[config.mk]
export PLATFORM = sky130hd
export DESIGN_NAME = bhs_lane
export DESIGN_NICKNAME = d
export VERILOG_FILES = /design/src/design/bhs_pkg.sv /design/src/design/bhs_lane.sv
export SDC_FILE = /design/constraint.sdc
export NUM_CORES = 1
export LEC_CHECK = 0
export BUFFER_PORTS_ARGS = -buffer_cell sky130_fd_sc_hd__clkbuf_2
export CAP_MARGIN = 0
export CORE_MARGIN = 3
export CORE_UTILIZATION = 46
export DETAILED_ROUTE_END_ITERATION = 10
export PLACE_DENSITY = 0.77
export SETUP_SLACK_MARGIN = 0.02
export SYNTH_ARGS = -nofsm -noshare
export SYNTH_HDL_FRONTEND = slang
export SYNTH_SLANG_ARGS = --single-unit
[constraint.sdc]
create_clock -name clk -period 5.6 [get_ports clk]
set_input_delay 0.56 -clock clk [delete_from_list [all_inputs] [get_ports clk]]
set_output_delay 0.56 -clock clk [all_outputs]
set_load 0.005 [all_outputs]
[src/design/bhs_pkg.sv]
`timescale 1ns / 1ps

package bhs_pkg;

	// Q2.14 full scale, carried by a held button
	localparam logic signed [15:0] Q_ONE = 16'sd16384;

	localparam int unsigned NUM_AXES = 6;
	localparam int unsigned AXIS_W   = 3;
	localparam int unsigned CODE_W   = 5;

	// Last axis index, which closes a snapshot
	localparam logic [AXIS_W-1:0] AXIS_LAST = 3'd5;

	// Sample kinds
	localparam logic KIND_DIGITAL = 1'b0;
	localparam logic KIND_AXIS    = 1'b1;

	typedef struct packed {
		logic [31:0]        button_mask;
		logic [63:0]        source_time;
		logic [63:0]        state_time;
		logic               make_edges;
		logic signed [15:0] left_x;
		logic signed [15:0] left_y;
		logic signed [15:0] right_x;
		logic signed [15:0] right_y;
		logic signed [15:0] left_trig;
		logic signed [15:0] right_trig;
	} bhs_snap_t;

	typedef struct packed {
		logic               sample_kind;
		logic [4:0]         sample_code;
		logic               is_down;
		logic               is_pressed;
		logic               is_released;
		logic signed [15:0] scalar_value;
		logic [63:0]        hold_start;
		logic [63:0]        sample_time;
		logic               last_sample;
	} bhs_sample_t;

	// What one button lane found for the current snapshot
	typedef struct packed {
		logic        emit;
		logic        down;
		logic        pressed;
		logic        released;
		logic [63:0] hold;
	} bhs_lane_res_t;

	// Sequencer states
	typedef enum logic [2:0] {
		ST_IDLE = 3'b001,
		ST_SCAN = 3'b010,
		ST_AXIS = 3'b100
	} bhs_state_t;

endpackage

[src/design/bhs_lane.sv]
`timescale 1ns / 1ps

module bhs_lane (
	input  logic                   clk,
	input  logic                   arst_n,
	input  logic                   load,
	input  logic                   down,
	input  logic                   prev,
	input  logic                   synth,
	input  logic [63:0]            t,
	output bhs_pkg::bhs_lane_res_t res
);
	import bhs_pkg::*;

	logic        press_edge;
	logic        release_edge;
	logic        have_time;
	logic [63:0] press_time_q;
	logic [63:0] held_time;
	logic [63:0] press_time_d;

	// Decide the edges against the previous mask
	assign press_edge   = synth & down & ~prev;
	assign release_edge = synth & ~down & prev;
	assign have_time    = (press_time_q != 64'd0);

	// Record the time on a press or when nothing is stored
	assign held_time = (press_edge || !have_time) ? t : press_time_q;

	always_comb begin
		press_time_d = press_time_q;
		if (down) begin
			press_time_d = held_time;
		end else if (release_edge || (prev && !synth)) begin
			press_time_d = 64'd0;
		end
	end

	// Hold the stored press time
	always_ff @(posedge clk or negedge arst_n) begin
		if (!arst_n) begin
			press_time_q <= 64'd0;
		end else if (load) begin
			press_time_q <= press_time_d;
		end
	end

	// Register this lane's sample for the merge stage
	always_ff @(posedge clk) begin
		if (load) begin
			res.emit     <= down | release_edge;
			res.down     <= down;
			res.pressed  <= press_edge;
			res.released <= release_edge;
			res.hold     <= down ? held_time : (have_time ? press_time_q : t);
		end
	end

endmodule

**After elaboration in Yosys (flattened, before gate mapping)**

Index checks and enable logic that the tools add are counted.
Widths: inputs -> output; s select.

- Register bits: 132
- Input bits: 70
- Output and inout bits: 68
- Logic and storage cells: 26

- Multiplexer cells: 5
- Bitwise gates (word level): 7
- Reductions and logical operators: 8

Operator list:

| kind | count |
|---|---|
| $mux 64 | 5 |
| $reduce_bool 64->1 | 1 |
| $and 1x1->1 | 4 |
| $logic_not 1->1 | 2 |
| $logic_or 1x1->1 | 2 |
| $not 1->1 | 2 |
| $reduce_and 2->1 | 1 |
| $reduce_bool 2->1 | 1 |
| $logic_and 1x1->1 | 1 |
| $or 1x1->1 | 1 |

**Logic depth before layout (Yosys ltp)**

Gate-level depths: netlist of run 1.

- Word-level depth: 6
- Mapped depth: 8
- Gate-level depth less buffers: 5

**Worst setup path after synthesis of run 1**

Ideal clock, no wire load.

- Path type: input to register
- From: in down
- To: reg res[25] (netlist name) (data pin)
- Library setup time: 0.260 ns
- Arrival: 1.824 ns
- Data required time: 5.340 ns
- Setup slack: 3.516 ns
- Stages on the path: 8
- Path buffers: 3
- Path through: buf_2 nand2_1 or2_2 inv_1 nor2_1 buf_4 buf_6 mux2_4

- Cells in the longest elaborated chain, start to end: 5

Ends and longest elaborated chain:

| item | line | RTL |
|---|---|---|
| start, declared | bhs_lane.sv:7 | `input logic down,` |
| $and 1x1->1 (2 in series) | bhs_lane.sv:23 | `assign press_edge = synth & down & ~prev;` |
| via press_edge | bhs_lane.sv:15 | `logic press_edge;` |
| $logic_or 1x1->1 | bhs_lane.sv:28 | `assign held_time = (press_edge \|\| !have_time) ? t : press_time_q;` |
| $mux 64 | bhs_lane.sv:28 |  |
| $mux 64 | bhs_lane.sv:55 | `res.hold <= down ? held_time : (have_time ? press_time_q : t);` |
| end, declared | bhs_lane.sv:11 | `output bhs_pkg::bhs_lane_res_t res` |

The timed path passes the listed nets, and every way through them passes these cells.
A chain may end at the register's enable or synchronous reset.

**Final worst setup path of run 1**

- From: reg press_time_q[35]
- To: reg press_time_q[39]

- Cells in the longest elaborated chain, start to end: 5

Ends and longest elaborated chain:

| item | line | RTL |
|---|---|---|
| start, declared | bhs_lane.sv:18 | `logic [63:0] press_time_q;` |
| start signal, assigned | bhs_lane.sv:44 | `press_time_q <= press_time_d;` |
| $reduce_bool 64->1 | bhs_lane.sv:25 | `assign have_time = (press_time_q != 64'd0);` |
| $logic_not 1->1 | bhs_lane.sv:28 |  |
| $logic_or 1x1->1 | bhs_lane.sv:28 |  |
| $mux 64 | bhs_lane.sv:28 |  |
| $mux 64 | bhs_lane.sv:32 | `if (down) begin` |

No other way between the ends.

==> reports/results.txt, run 1 <==
Register area share after synthesis: 67.3%
Pwr/cell area: 373 mW/mm^2
Most common library cells after synthesis: 68 x edfxtp_1, 64 x dfrtp_1, 62 x a22o_1
WHS: 0.329 ns
Main synth FF type: edfxtp_1
Post-Syn Area: 0.00541 mm^2
Maxcap violations: 0
Initial antenna violation count: 1
Unrepaired setup endpoints after global routing: no
Post CTS Setup Buffer Count: 0
Placed Cells incl. Taps: 579
Sw power: 575 uW
Clock Power Share: 42.0%
CTS tree: yes
Area contributors post-synth: edfxtp_1 38%, dfrtp_1 30%, mux2_4 11%
Cell variety after synth: 23
CTS buffer count: 17
Post-route ant nets: 0
CTS Buffer Depth: 2
GP Congestion: 0.744
Synth area leader: edfxtp_1
CP Capture Type: flop
Status: completed
Proportion of layout cells with a drive suffix above 1: 50.7%
Yosys warnings: 0
Largest net degree at the start of global routing: 73
Syn Inst Count: 319
Seq cells post-synth: 132
Crit-path max FO: 38
Layout Skew: 0.00660 ns
Top-count cell post-synth: edfxtp_1
Total gr overflow: 0
Hold Path Class: input pin to async pin
WL final: 11800 um
Die area: 0.0131 mm^2
Arr. time, crit path: 3.61 ns
Core ar.: 0.0112 mm^2
Avg Cell Area, Syn: 17.0 um^2
Cts hold-fix bufs: 0
Sw frac: 22.8%
Dpl cell area: 0.00620 mm^2
Clk root buf: clkbuf_16
Num Clock Sinks: 132
Endpoints failing setup: 0
Syn Nets: 389
Fin crit period: 3.26 ns
Gr usage total: 18.8%
First-pass GRT wire length: 18500 um
Drt pass-1 iters: 4
Avg WL per Cell: 19.4 um
Drt first-iter violations: 165
Pre-CTS WS: 2.25 ns
Reg power frac: 46.4%
Vias in the first global route: 3554
Io pins: 138
WS Path Type: flop to flop
Tot Pwr: 2.53 mW
EDFF count, synth: 68
Clk_lat worst skew: 0.41 ns
Comb pwr share: 11.6%
Drt drc: 0
Top cell type's share of synthesized area: 37.7%
Initial core utilization: 48.4%
PnR worst setup slack: 2.34 ns
Final nets: 528
# fillers: 843
Required @ worst endpoint: 5.95 ns
Die X: 114 um
Ant diodes: 0
Final period util: 58.3%
Core Util, Final: 60.6%
Slew @ Worst Pin: 0.955 ns
Final setup TNS: 0 ns
Resize count post-CTS: 0
Synth-to-Final Area Change: 25.1%
Peak Freq: 0.306 GHz
Cell area after layout: 0.00677 mm^2
Reg clk slew, reported paths: 0.05 ns
Leak Pwr: 3.23 nW
Setup crit start kind: flop
IR drop worst, VDD: 231 uV
Routed vias: 3453
Via density: 5.65
Final Max Tran Viols: 0
Hold Fails Final Rpt: 0
H-tree Lvls: 4
Fraction of registers with async set/reset: 48.5%
Final Non-Filler Cells: 611
Rows: 38
PortBufs: 137
Dpl hpwl: 7620 um
Max-slew headroom: 36.3%
Die Y: 114 um
Internal Power: 1.95 mW
==> worst max-delay path: stages (launching register included) <==
cell and delay [ns]:
dfrtp_1 0.39, nor4_1 0.54, nand4_1 0.24, nor4_2 0.63
o211a_2 0.66, buf_4 0.50, a22o_1 0.21
==> layout by cell type (no fill, tap or decap) <==
| master | Yosys | routed |
|---|---|---|
| clkbuf_8 | 0 | 2 |
| o21bai_4 | 0 | 1 |
| nand2b_1 | 1 | 1 |
| nor4_2 | 1 | 1 |
| dfrtp_1 | 64 | 64 |
| o211ai_1 | 2 | 2 |
| buf_4 | 1 | 5 |
| inv_1 | 1 | 1 |
| bufinv_16 | 0 | 2 |
| nand2_1 | 5 | 5 |
| o21ai_0 | 1 | 1 |
| nor4_1 | 16 | 16 |
| clkbuf_2 | 0 | 135 |
| clkbuf_1 | 5 | 2 |
| nor2_4 | 0 | 1 |
| clkinv_2 | 0 | 6 |
| or2_2 | 1 | 1 |
| clkinvlp_4 | 0 | 2 |
| clkinv_1 | 0 | 1 |
| o211a_2 | 0 | 1 |
| nand4_1 | 4 | 4 |
| mux2_2 | 26 | 26 |
| nor2_1 | 2 | 1 |
| a22o_1 | 62 | 62 |
| buf_2 | 9 | 1 |
| nand3_1 | 4 | 4 |
| clkbuf_16 | 0 | 17 |
| edfxtp_1 | 68 | 68 |
| mux2_4 | 38 | 38 |
==> final timing paths <==
| kind | start | to | slack, ns | depth (start not counted) |
|---|---|---|---|---|
| worst min-delay path | arst_n | press_time_q[51] | 0.33 | 2 |
| max in group asynchronous | arst_n | press_time_q[13] | 4.72 | 2 |
| worst min register to register | press_time_q[4] | press_time_q[4] | 0.53 | 1 |
| worst max-delay path | press_time_q[35] | press_time_q[39] | 2.34 | 6 |
| worst max register to register | press_time_q[35] | press_time_q[39] | 2.34 | 6 |
| min in group clk | t[27] | press_time_q[27] | 0.38 | 2 |
==> sequential cells by signal, summed over array words and instances, names as in the netlist <==
signal,count
press_time_q,64
res,68
==> kinds of logic after synthesis <==
family	Yosys count	synth area share, %
AND/OR/NAND/NOR	34	3.63
AO/OA/AOI/OAI	67	10.7
flip-flops	132	67.3
buffers and inverters	22	2.36
multiplexers	64	16.0
==> area by class of cell <==
cell class / instances / area (um^2) / area share, %
clock buffers: 21 / 460 / 6.80
repair buffers: 141 / 718 / 10.6
well taps: 140 / 175 / 2.59
multi-input cells: 165 / 1660 / 24.5
inverters: 1 / 3.75 / 0.0555
flip-flops and latches: 132 / 3640 / 53.8
clock inverters: 11 / 109 / 1.61
==> power groups by stage <==
stage	clock, mW	sequential, mW	combinational [mW]
5_1_grt	1.13	1.18	0.321
4_1_cts	1.08	1.17	0.299
3_5_place_dp	0	1.19	0.296
6_report	1.06	1.17	0.292
3_3_place_gp	0	1.19	0.288
2_1_floorplan	0	1.18	0.163
==> per-layer routing <==
layer	part of all wire [%]	global-route usage, %	vias to the layer above
met2	49	29.1	151
met1	42	24.2	1728
li1	-	-	1551
met5	0.11	0	-
met4	1.6	8.08	2
met3	7.3	6.50	21
(Power assumes the default switching activity.)
==> run 2: changes to the inputs <==
--- a/config.mk
+++ b/config.mk
@@ -5,12 +5,13 @@
 export SDC_FILE = /design/constraint.sdc
 export NUM_CORES = 1
 export LEC_CHECK = 0
+export ABC_AREA = 1
 export BUFFER_PORTS_ARGS = -buffer_cell sky130_fd_sc_hd__clkbuf_2
 export CAP_MARGIN = 0
 export CORE_MARGIN = 3
 export CORE_UTILIZATION = 46
 export DETAILED_ROUTE_END_ITERATION = 10
-export PLACE_DENSITY = 0.77
+export PLACE_DENSITY = 0.75
 export SETUP_SLACK_MARGIN = 0.02
 export SYNTH_ARGS = -nofsm -noshare
 export SYNTH_HDL_FRONTEND = slang
==> constraint.sdc (replaced) <==
create_clock -name clk -period 3.2 [get_ports clk]
set_input_delay 0.32 -clock clk [delete_from_list [all_inputs] [get_ports clk]]
set_output_delay 0.32 -clock clk [all_outputs]
set_load 0.005 [all_outputs]
==> reports/results.txt, run 2 <==
Slew @ Worst Pin: 0.844 ns (was 0.955 ns)
Avg WL per Cell: 13.7 um (was 19.4 um)
Initial core utilization: 47.9% (was 48.4%)
Post CTS Setup Buffer Count: 0 (unchanged)
Arr. time, crit path: 2.35 ns (was 3.61 ns)
Layout Skew: 0.00691 ns (was 0.00660 ns)
Yosys warnings: 0 (unchanged)
CP most frequent cell: nor2_1
Core ar.: 0.0141 mm^2 (was 0.0112 mm^2)
Dpl cell area: 0.00744 mm^2 (was 0.00620 mm^2)
Proportion of layout cells with a drive suffix above 1: 19.1% (was 50.7%)
Post-synthesis compound-gate area fraction: 4.89% (was 10.7%)
GP Congestion: 0.746 (was 0.744)
Register area share after synthesis: 53.9% (was 67.3%)
Top-count cell post-synth: nand2_1 (was edfxtp_1)
Endpoints failing setup: 0 (unchanged)
First-pass GRT wire length: 26200 um (was 18500 um)
Post-Syn Area: 0.00676 mm^2 (was 0.00541 mm^2)
Cts hold-fix bufs: 0 (unchanged)
Hold Fails Final Rpt: 0 (unchanged)
Fraction of the mapped netlist area in simple logic gates: 28.6% (was 3.63%)
H-tree Lvls: 4 (unchanged)
Most common cell after layout, fill and taps aside: nand2_1 (was clkbuf_2)
WS Path Type: flop to flop (unchanged)
Gr usage total: 20.3% (was 18.8%)
CTS Buffer Depth: 2 (unchanged)
Status: completed (unchanged)
Resize count post-CTS: 0 (unchanged)
Num Clock Sinks: 132 (unchanged)
Main combinational cell family by area after synthesis: simple AND/OR/NAND/NOR gates (was multiplexers)
Routed vias: 5730 (was 3453)
Top flop regs: res: 68 flops, press_time_q: 64 flops (unchanged)
CTS tree: yes (unchanged)
Leak Pwr: 4.24 nW (was 3.23 nW)
Xor/xnor share of the synthesized area: 0% (unchanged)
Slowest cell delay on critical path: 0.40 ns (was 0.66 ns)
Post-route ant nets: 0 (unchanged)
Setup crit start kind: flop (unchanged)
Drt first-iter violations: 458 (was 165)
Syn Inst Count: 835 (was 319)
Max-slew headroom: 43.8% (was 36.3%)
Via density: 5.03 (was 5.65)
Cell area after layout: 0.00812 mm^2 (was 0.00677 mm^2)
Adder-cell share of the synthesized area: 0% (unchanged)
Dpl hpwl: 9740 um (was 7620 um)
Avg Cell Area, Syn: 8.09 um^2 (was 17.0 um^2)
Critical path's slowest cell: dfrtp_1 (was o211a_2)
WL final: 15600 um (was 11800 um)
Total gr overflow: 0 (unchanged)
Fraction of registers with async set/reset: 48.5% (unchanged)
Main synth FF type: edfxtp_1 (unchanged)
Unrepaired setup endpoints after global routing: no (unchanged)
Seq cells post-synth: 132 (unchanged)
Io pins: 138 (unchanged)
PortBufs: 137 (unchanged)
Hold Path Class: input pin to async pin (unchanged)
Most common library cells after synthesis: 277 x nand2_1, 132 x inv_1, 68 x edfxtp_1 (was 68 x edfxtp_1, 64 x dfrtp_1, 62 x a22o_1)
Max reg flops: 68 (unchanged)
Syn Nets: 905 (was 389)
# fillers: 1250 (was 843)
Synth area leader: edfxtp_1 (unchanged)
Top cell type's share of synthesized area: 30.2% (was 37.7%)
Pwr/cell area: 599 mW/mm^2 (was 373 mW/mm^2)
Cell variety after synth: 16 (was 23)
Tot Pwr: 4.86 mW (was 2.53 mW)
Reg clk slew, reported paths: 0.05 ns (about the same)
Drt pass-1 iters: 5 (was 4)
Rows: 43 (was 38)
Final Max Tran Viols: 0 (unchanged)
Clk root buf: clkbuf_16 (unchanged)
Worst path cell trace: nor2_1 -> nand2_1 -> nor2_1 -> nand2_1 -> nor2_1 -> nand2_2 -> nand2_4 -> buf_12 -> o21ai_0 (was nor4_1 -> nand4_1 -> nor4_2 -> o211a_2 -> buf_4 -> a22o_1)
CP Capture Type: flop (unchanged)
Synth-to-Final Area Change: 20.2% (was 25.1%)
Die area: 0.0162 mm^2 (was 0.0131 mm^2)
Peak Freq: 0.454 GHz (was 0.306 GHz)
Die Y: 127 um (was 114 um)
Crit-path max FO: 73 (was 38)
Most flop-heavy register: res (unchanged)
Fin crit period: 2.20 ns (was 3.26 ns)
Vias in the first global route: 5572 (was 3554)
Required @ worst endpoint: 3.35 ns (was 5.95 ns)
Final period util: 68.8% (was 58.3%)
Final setup TNS: 0 ns (unchanged)
Maxcap violations: 0 (unchanged)
Multiplexer share of the synthesized area: 0% (was 16.0%)
Area contributors post-synth: edfxtp_1 30%, dfrtp_1 24%, nand2_1 15% (was edfxtp_1 38%, dfrtp_1 30%, mux2_4 11%)
Initial antenna violation count: 1 (unchanged)
Final nets: 1015 (was 528)
Clk_lat worst skew: 0.42 ns (was 0.41 ns)
Die X: 127 um (was 114 um)
Largest net degree at the start of global routing: 74 (was 73)
Drt drc: 0 (unchanged)
IR drop worst, VDD: 389 uV (was 231 uV)
EDFF count, synth: 68 (unchanged)
Most frequent cells in the layout: 275 x nand2_1, 135 x clkbuf_2, 131 x inv_1 (was 135 x clkbuf_2, 68 x edfxtp_1, 64 x dfrtp_1)
CTS buffer count: 17 (unchanged)
## run 2: cell count changes after synthesis, sizes merged, moves of 22 or more
cell	change
buf	+22
nand2	+272
a22o	-62
inv	+132
nor2	+39
nand4	+60
nand3	+61
o21ai	+65
mux2	-64
## run 2: path summary, 6_finish.rpt
kind	start	end	slack, ns	depth (start not counted)
hold / removal	arst_n	press_time_q[5]	0.01	1
min in group clk	t[28]	res[28]	0.20	3
setup / recovery	press_time_q[20]	res[0]	1.0	9
setup reg to reg	press_time_q[20]	res[0]	1.0	9
max in group asynchronous	arst_n	press_time_q[51]	2.64	1
hold reg to reg	press_time_q[8]	press_time_q[8]	0.48	2
## run 2: layer usage
metal	part of all wire (%)	track usage (%)	up-vias
met3	6.0	5.35	30
met1	45	26.2	2624
li1	-	-	2904
met2	46	32.1	172
met4	2.6	9.59	0
met5	0	0	-
## run 2: area by class of cell
class | instances | area [um^2] | share of cell area (%)
clock inverter | 8 | 168 | 2.07
sequential | 132 | 3640 | 44.9
multi-input combinational | 515 | 2290 | 28.2
clock buffer | 24 | 512 | 6.30
inverter | 133 | 499 | 6.15
tap | 180 | 225 | 2.77
timing repair buffer | 146 | 783 | 9.65
antenna | 1 | 2.50 | 0.0308
## run 2: critical path: cells and delay by family (launching register included)
| kind | cells | cell delay [ns] |
|---|---|---|
| AND/OR/NAND/NOR | 7 | 1.04 |
| flip-flops | 1 | 0.40 |
| buffers and inverters | 1 | 0.31 |
| AO/OA/AOI/OAI | 1 | 0.13 |
## run 2: power by group
group / switching [mW] / internal (mW) / total [mW]
combinational: 0.381 / 0.234 / 0.615
sequential: 0.0803 / 1.96 / 2.04
clock: 0.698 / 1.51 / 2.20
total: 1.16 / 3.70 / 4.86
## run 2: stage by stage
step | utilization [%] | hold slack (ns) | std cells | worst slack (ns)
final | 57.6 | 0.0119 | 1139 | 0.999
after floorplan | - | 0.0244 | 835 | 1.66
after detailed placement | 52.8 | 0.468 | 1106 | 1.03
after global placement | 52.8 | 0.462 | 1106 | 1.06
after CTS | 57.6 | 0.0312 | 1138 | 0.986
after global routing | 57.6 | 0.0668 | 1139 | 0.727
## run 2: cell families after synthesis
kind of cell,count (synthesis)
buffers and inverters,188
AND/OR/NAND/NOR,449
flip-flops,132
AO/OA/AOI/OAI,66
==> run 3: changes to the inputs <==
--- a/config.mk
+++ b/config.mk
@@ -5,13 +5,13 @@
 export SDC_FILE = /design/constraint.sdc
 export NUM_CORES = 1
 export LEC_CHECK = 0
-export ABC_AREA = 1
+export ABC_AREA = 0
 export BUFFER_PORTS_ARGS = -buffer_cell sky130_fd_sc_hd__clkbuf_2
 export CAP_MARGIN = 0
 export CORE_MARGIN = 3
 export CORE_UTILIZATION = 46
 export DETAILED_ROUTE_END_ITERATION = 10
-export PLACE_DENSITY = 0.75
+export PLACE_DENSITY = 0.8
 export SETUP_SLACK_MARGIN = 0.02
 export SYNTH_ARGS = -nofsm -noshare
 export SYNTH_HDL_FRONTEND = slang
==> constraint.sdc (replaced) <==
create_clock -name clk -period 1.87 [get_ports clk]
set_input_delay 0.187 -clock clk [delete_from_list [all_inputs] [get_ports clk]]
set_output_delay 0.187 -clock clk [all_outputs]
set_load 0.005 [all_outputs]
==> reports/results.txt, run 3 (same netlist as run 1, synthesis figures left out) <==
Top flop regs: res: 68 flops, press_time_q: 64 flops (unchanged)
Fin crit period: 2.23 ns (was 2.20 ns)
PnR worst setup slack: -0.360 ns (was 0.999 ns)
Io pins: 138 (unchanged)
Layout Skew: 0.00578 ns (was 0.00691 ns)
CP Capture Type: flop (unchanged)
Slowest cell delay on critical path: 0.39 ns (was 0.40 ns)
Initial core utilization: 48.4% (was 47.9%)
Global Route met3 Usage: 6.45% (was 5.35%)
Synth-to-Final Area Change: 41.8% (was 20.2%)
Status: complete, but fails checks (was completed)
WS Path Type: flop to flop (unchanged)
Failing checks: setup timing
Die X: 114 um (was 127 um)
CTS buffer count: 17 (unchanged)
Num Clock Sinks: 132 (unchanged)
Gr usage total: 20.9% (was 20.3%)
Rows: 38 (was 43)
Arr. time, crit path: 2.39 ns (was 2.35 ns)
Crit-path max FO: 22 (was 73)
Most flop-heavy register: res (unchanged)
Leak Pwr: 3.74 nW (was 4.24 nW)
CTS tree: yes (unchanged)
Hold path startpoint: t[30]
GRT Max-Usage Layer: met2 (unchanged)
Most common cell after layout, fill and taps aside: clkbuf_2 (was nand2_1)
Critical path's slowest cell: dfrtp_1 (unchanged)
Cells on Worst Hold Path: 2
Max-slew headroom: 63.8% (was 43.8%)
Reg clk slew, reported paths: 0.05 ns (about the same)
Dpl hpwl: 8820 um (was 9740 um)
WL final: 13100 um (was 15600 um)
Die area: 0.0131 mm^2 (was 0.0162 mm^2)
Most frequent cells in the layout: 135 x clkbuf_2, 68 x edfxtp_1, 65 x buf_4 (was 275 x nand2_1, 135 x clkbuf_2, 131 x inv_1)
Reg2reg path depth: 8 (was 9)
Die Y: 114 um (was 127 um)
First-pass GRT wire length: 20600 um (was 26200 um)
Total gr overflow: 0 (unchanged)
Reg2reg end: res[50] (was res[0])
Hold endpoint: press_time_q[30]
Final setup TNS: -40.95 ns (was 0 ns)
Endpoints failing setup: 128 (was 0)
Met1 usage: 25.9% (was 26.2%)
Drt drc: 0 (unchanged)
PortBufs: 137 (unchanged)
Routed vias: 3744 (was 5730)
Clk_lat worst skew: 0.41 ns (was 0.42 ns)
# fillers: 770 (was 1250)
GP Congestion: 0.775 (was 0.746)
Proportion of layout cells with a drive suffix above 1: 56.5% (was 19.1%)
Final nets: 616 (was 1015)
Pwr/cell area: 1020 mW/mm^2 (was 599 mW/mm^2)
Vias in the first global route: 4011 (was 5572)
Flop-to-flop setup slack: -0.36 ns (was 1.0 ns)
Final Max Tran Viols: 0 (unchanged)
M2 GR Usage: 34.5% (was 32.1%)
Peak Freq: 0.449 GHz (was 0.454 GHz)
Clk root buf: clkbuf_16 (unchanged)
Hold Path Class: input pin to flop (was input pin to async pin)
Critical register-to-register path startpoint: press_time_q[38] (was press_time_q[20])
IR drop worst, VDD: 640 uV (was 389 uV)
Drt pass-1 iters: 4 (was 5)
Required @ worst endpoint: 2.03 ns (was 3.35 ns)
CTS Buffer Depth: 2 (unchanged)
Maxcap violations: 0 (unchanged)
Drt first-iter violations: 225 (was 458)
Worst path cell trace: nor4_2 -> buf_4 -> nand4_1 -> nor4_2 -> buf_4 -> nor2_4 -> buf_12 -> mux2_4 (was nor2_1 -> nand2_1 -> nor2_1 -> nand2_1 -> nor2_1 -> nand2_2 -> nand2_4 -> buf_12 -> o21ai_0)
Core ar.: 0.0112 mm^2 (was 0.0141 mm^2)
Max reg flops: 68 (unchanged)
Avg WL per Cell: 18.7 um (was 13.7 um)
Hold Fails Final Rpt: 0 (unchanged)
Via density: 5.36 (was 5.03)
Setup crit start kind: flop (unchanged)
Cell area after layout: 0.00767 mm^2 (was 0.00812 mm^2)
Initial antenna violation count: 2 (was 1)
Unrepaired setup endpoints after global routing: yes (was no)
Slew @ Worst Pin: 0.543 ns (was 0.844 ns)
Post-route ant nets: 0 (unchanged)
Largest net degree at the start of global routing: 65 (was 74)
H-tree Lvls: 4 (unchanged)
Final period util: 119% (was 68.8%)
Dpl cell area: 0.00682 mm^2 (was 0.00744 mm^2)
[run 3: cell count changes in the layout (fill, tap and decap cells not counted), moves of 56 or more]
cell | before | now
inv_1 | 131 | 1
o21ai_0 | 65 | 1
nand2_1 | 275 | 5
a22o_1 | 0 | 62
buf_4 | 9 | 65
nand4_1 | 64 | 4
nand3_1 | 65 | 4
[run 3: worst max-delay path by stage]
| stage | startpoint | end | cells after the start |
|---|---|---|---|
| detailed placement | press_time_q[4] | press_time_q[56] | 9 |
| floorplan | press_time_q[10] | res[25] | 7 |
| global placement | press_time_q[4] | press_time_q[61] | 9 |
| global route | press_time_q[38] | res[50] | 8 |
| CTS | press_time_q[38] | res[33] | 8 |
| finish | press_time_q[38] | res[50] | 8 |
[run 3: power by group]
part	leakage [nW]	internal, mW	switching, mW
Combinational	1.90	0.700	0.494
Clock	0.277	1.99	1.14
Sequential	1.57	3.36	0.127
Total	3.74	6.05	1.76
[run 3: stage by stage]
stage          hold slack (ns)  worst slack (ns)  util, %  power [mW]  cells
2_1_floorplan           -0.109            -0.193        -        4.03    319
3_3_place_gp             0.227            -0.627     61.1        4.63    647
3_5_place_dp             0.237            -0.580     61.1        4.67    647
4_1_cts              0.0000155            -0.404     68.0        7.87    696
5_1_grt               0.000513            -0.459     68.7        8.12    699
6_report                0.0179            -0.360     68.7        7.82    699
[run 3: timing repair]
item / CTS / global route
hold buffers: 17 / 0
pin swaps: 5 / 0
cloned: 0 / 2
setup buffers: 1 / 0
endpoints found under the setup margin: 128 / 128
hold endpoints to repair: 80 / 0
gates resized for setup: 7 / 3
[run 3: final cells by class]
class	instances	area [um^2]	share of cell area [%]
timing repair buffer	229	1570	20.5
inverter	1	3.75	0.0489
antenna	1	2.50	0.0326
clock inverter	4	45.0	0.587
sequential	132	3640	47.5
tap	140	175	2.28
clock buffer	27	513	6.69
multi-input combinational	165	1720	22.4
[run 3: worst max-delay path: cells and delay by family (launching register included)]
kind | cells | cell delay (ns)
muxes | 1 | 0.31
DFF | 1 | 0.39
buffers and inverters | 3 | 0.51
and+or+nand+nor | 4 | 0.76
[run 3: per-layer routing]
| layer | share of wire (%) | routed length, um |
|---|---|---|
| met2 | 50 | 6510 |
| met3 | 6.2 | 807 |
| met5 | 0 | 0 |
| met4 | 1.5 | 192 |
| met1 | 43 | 5590 |
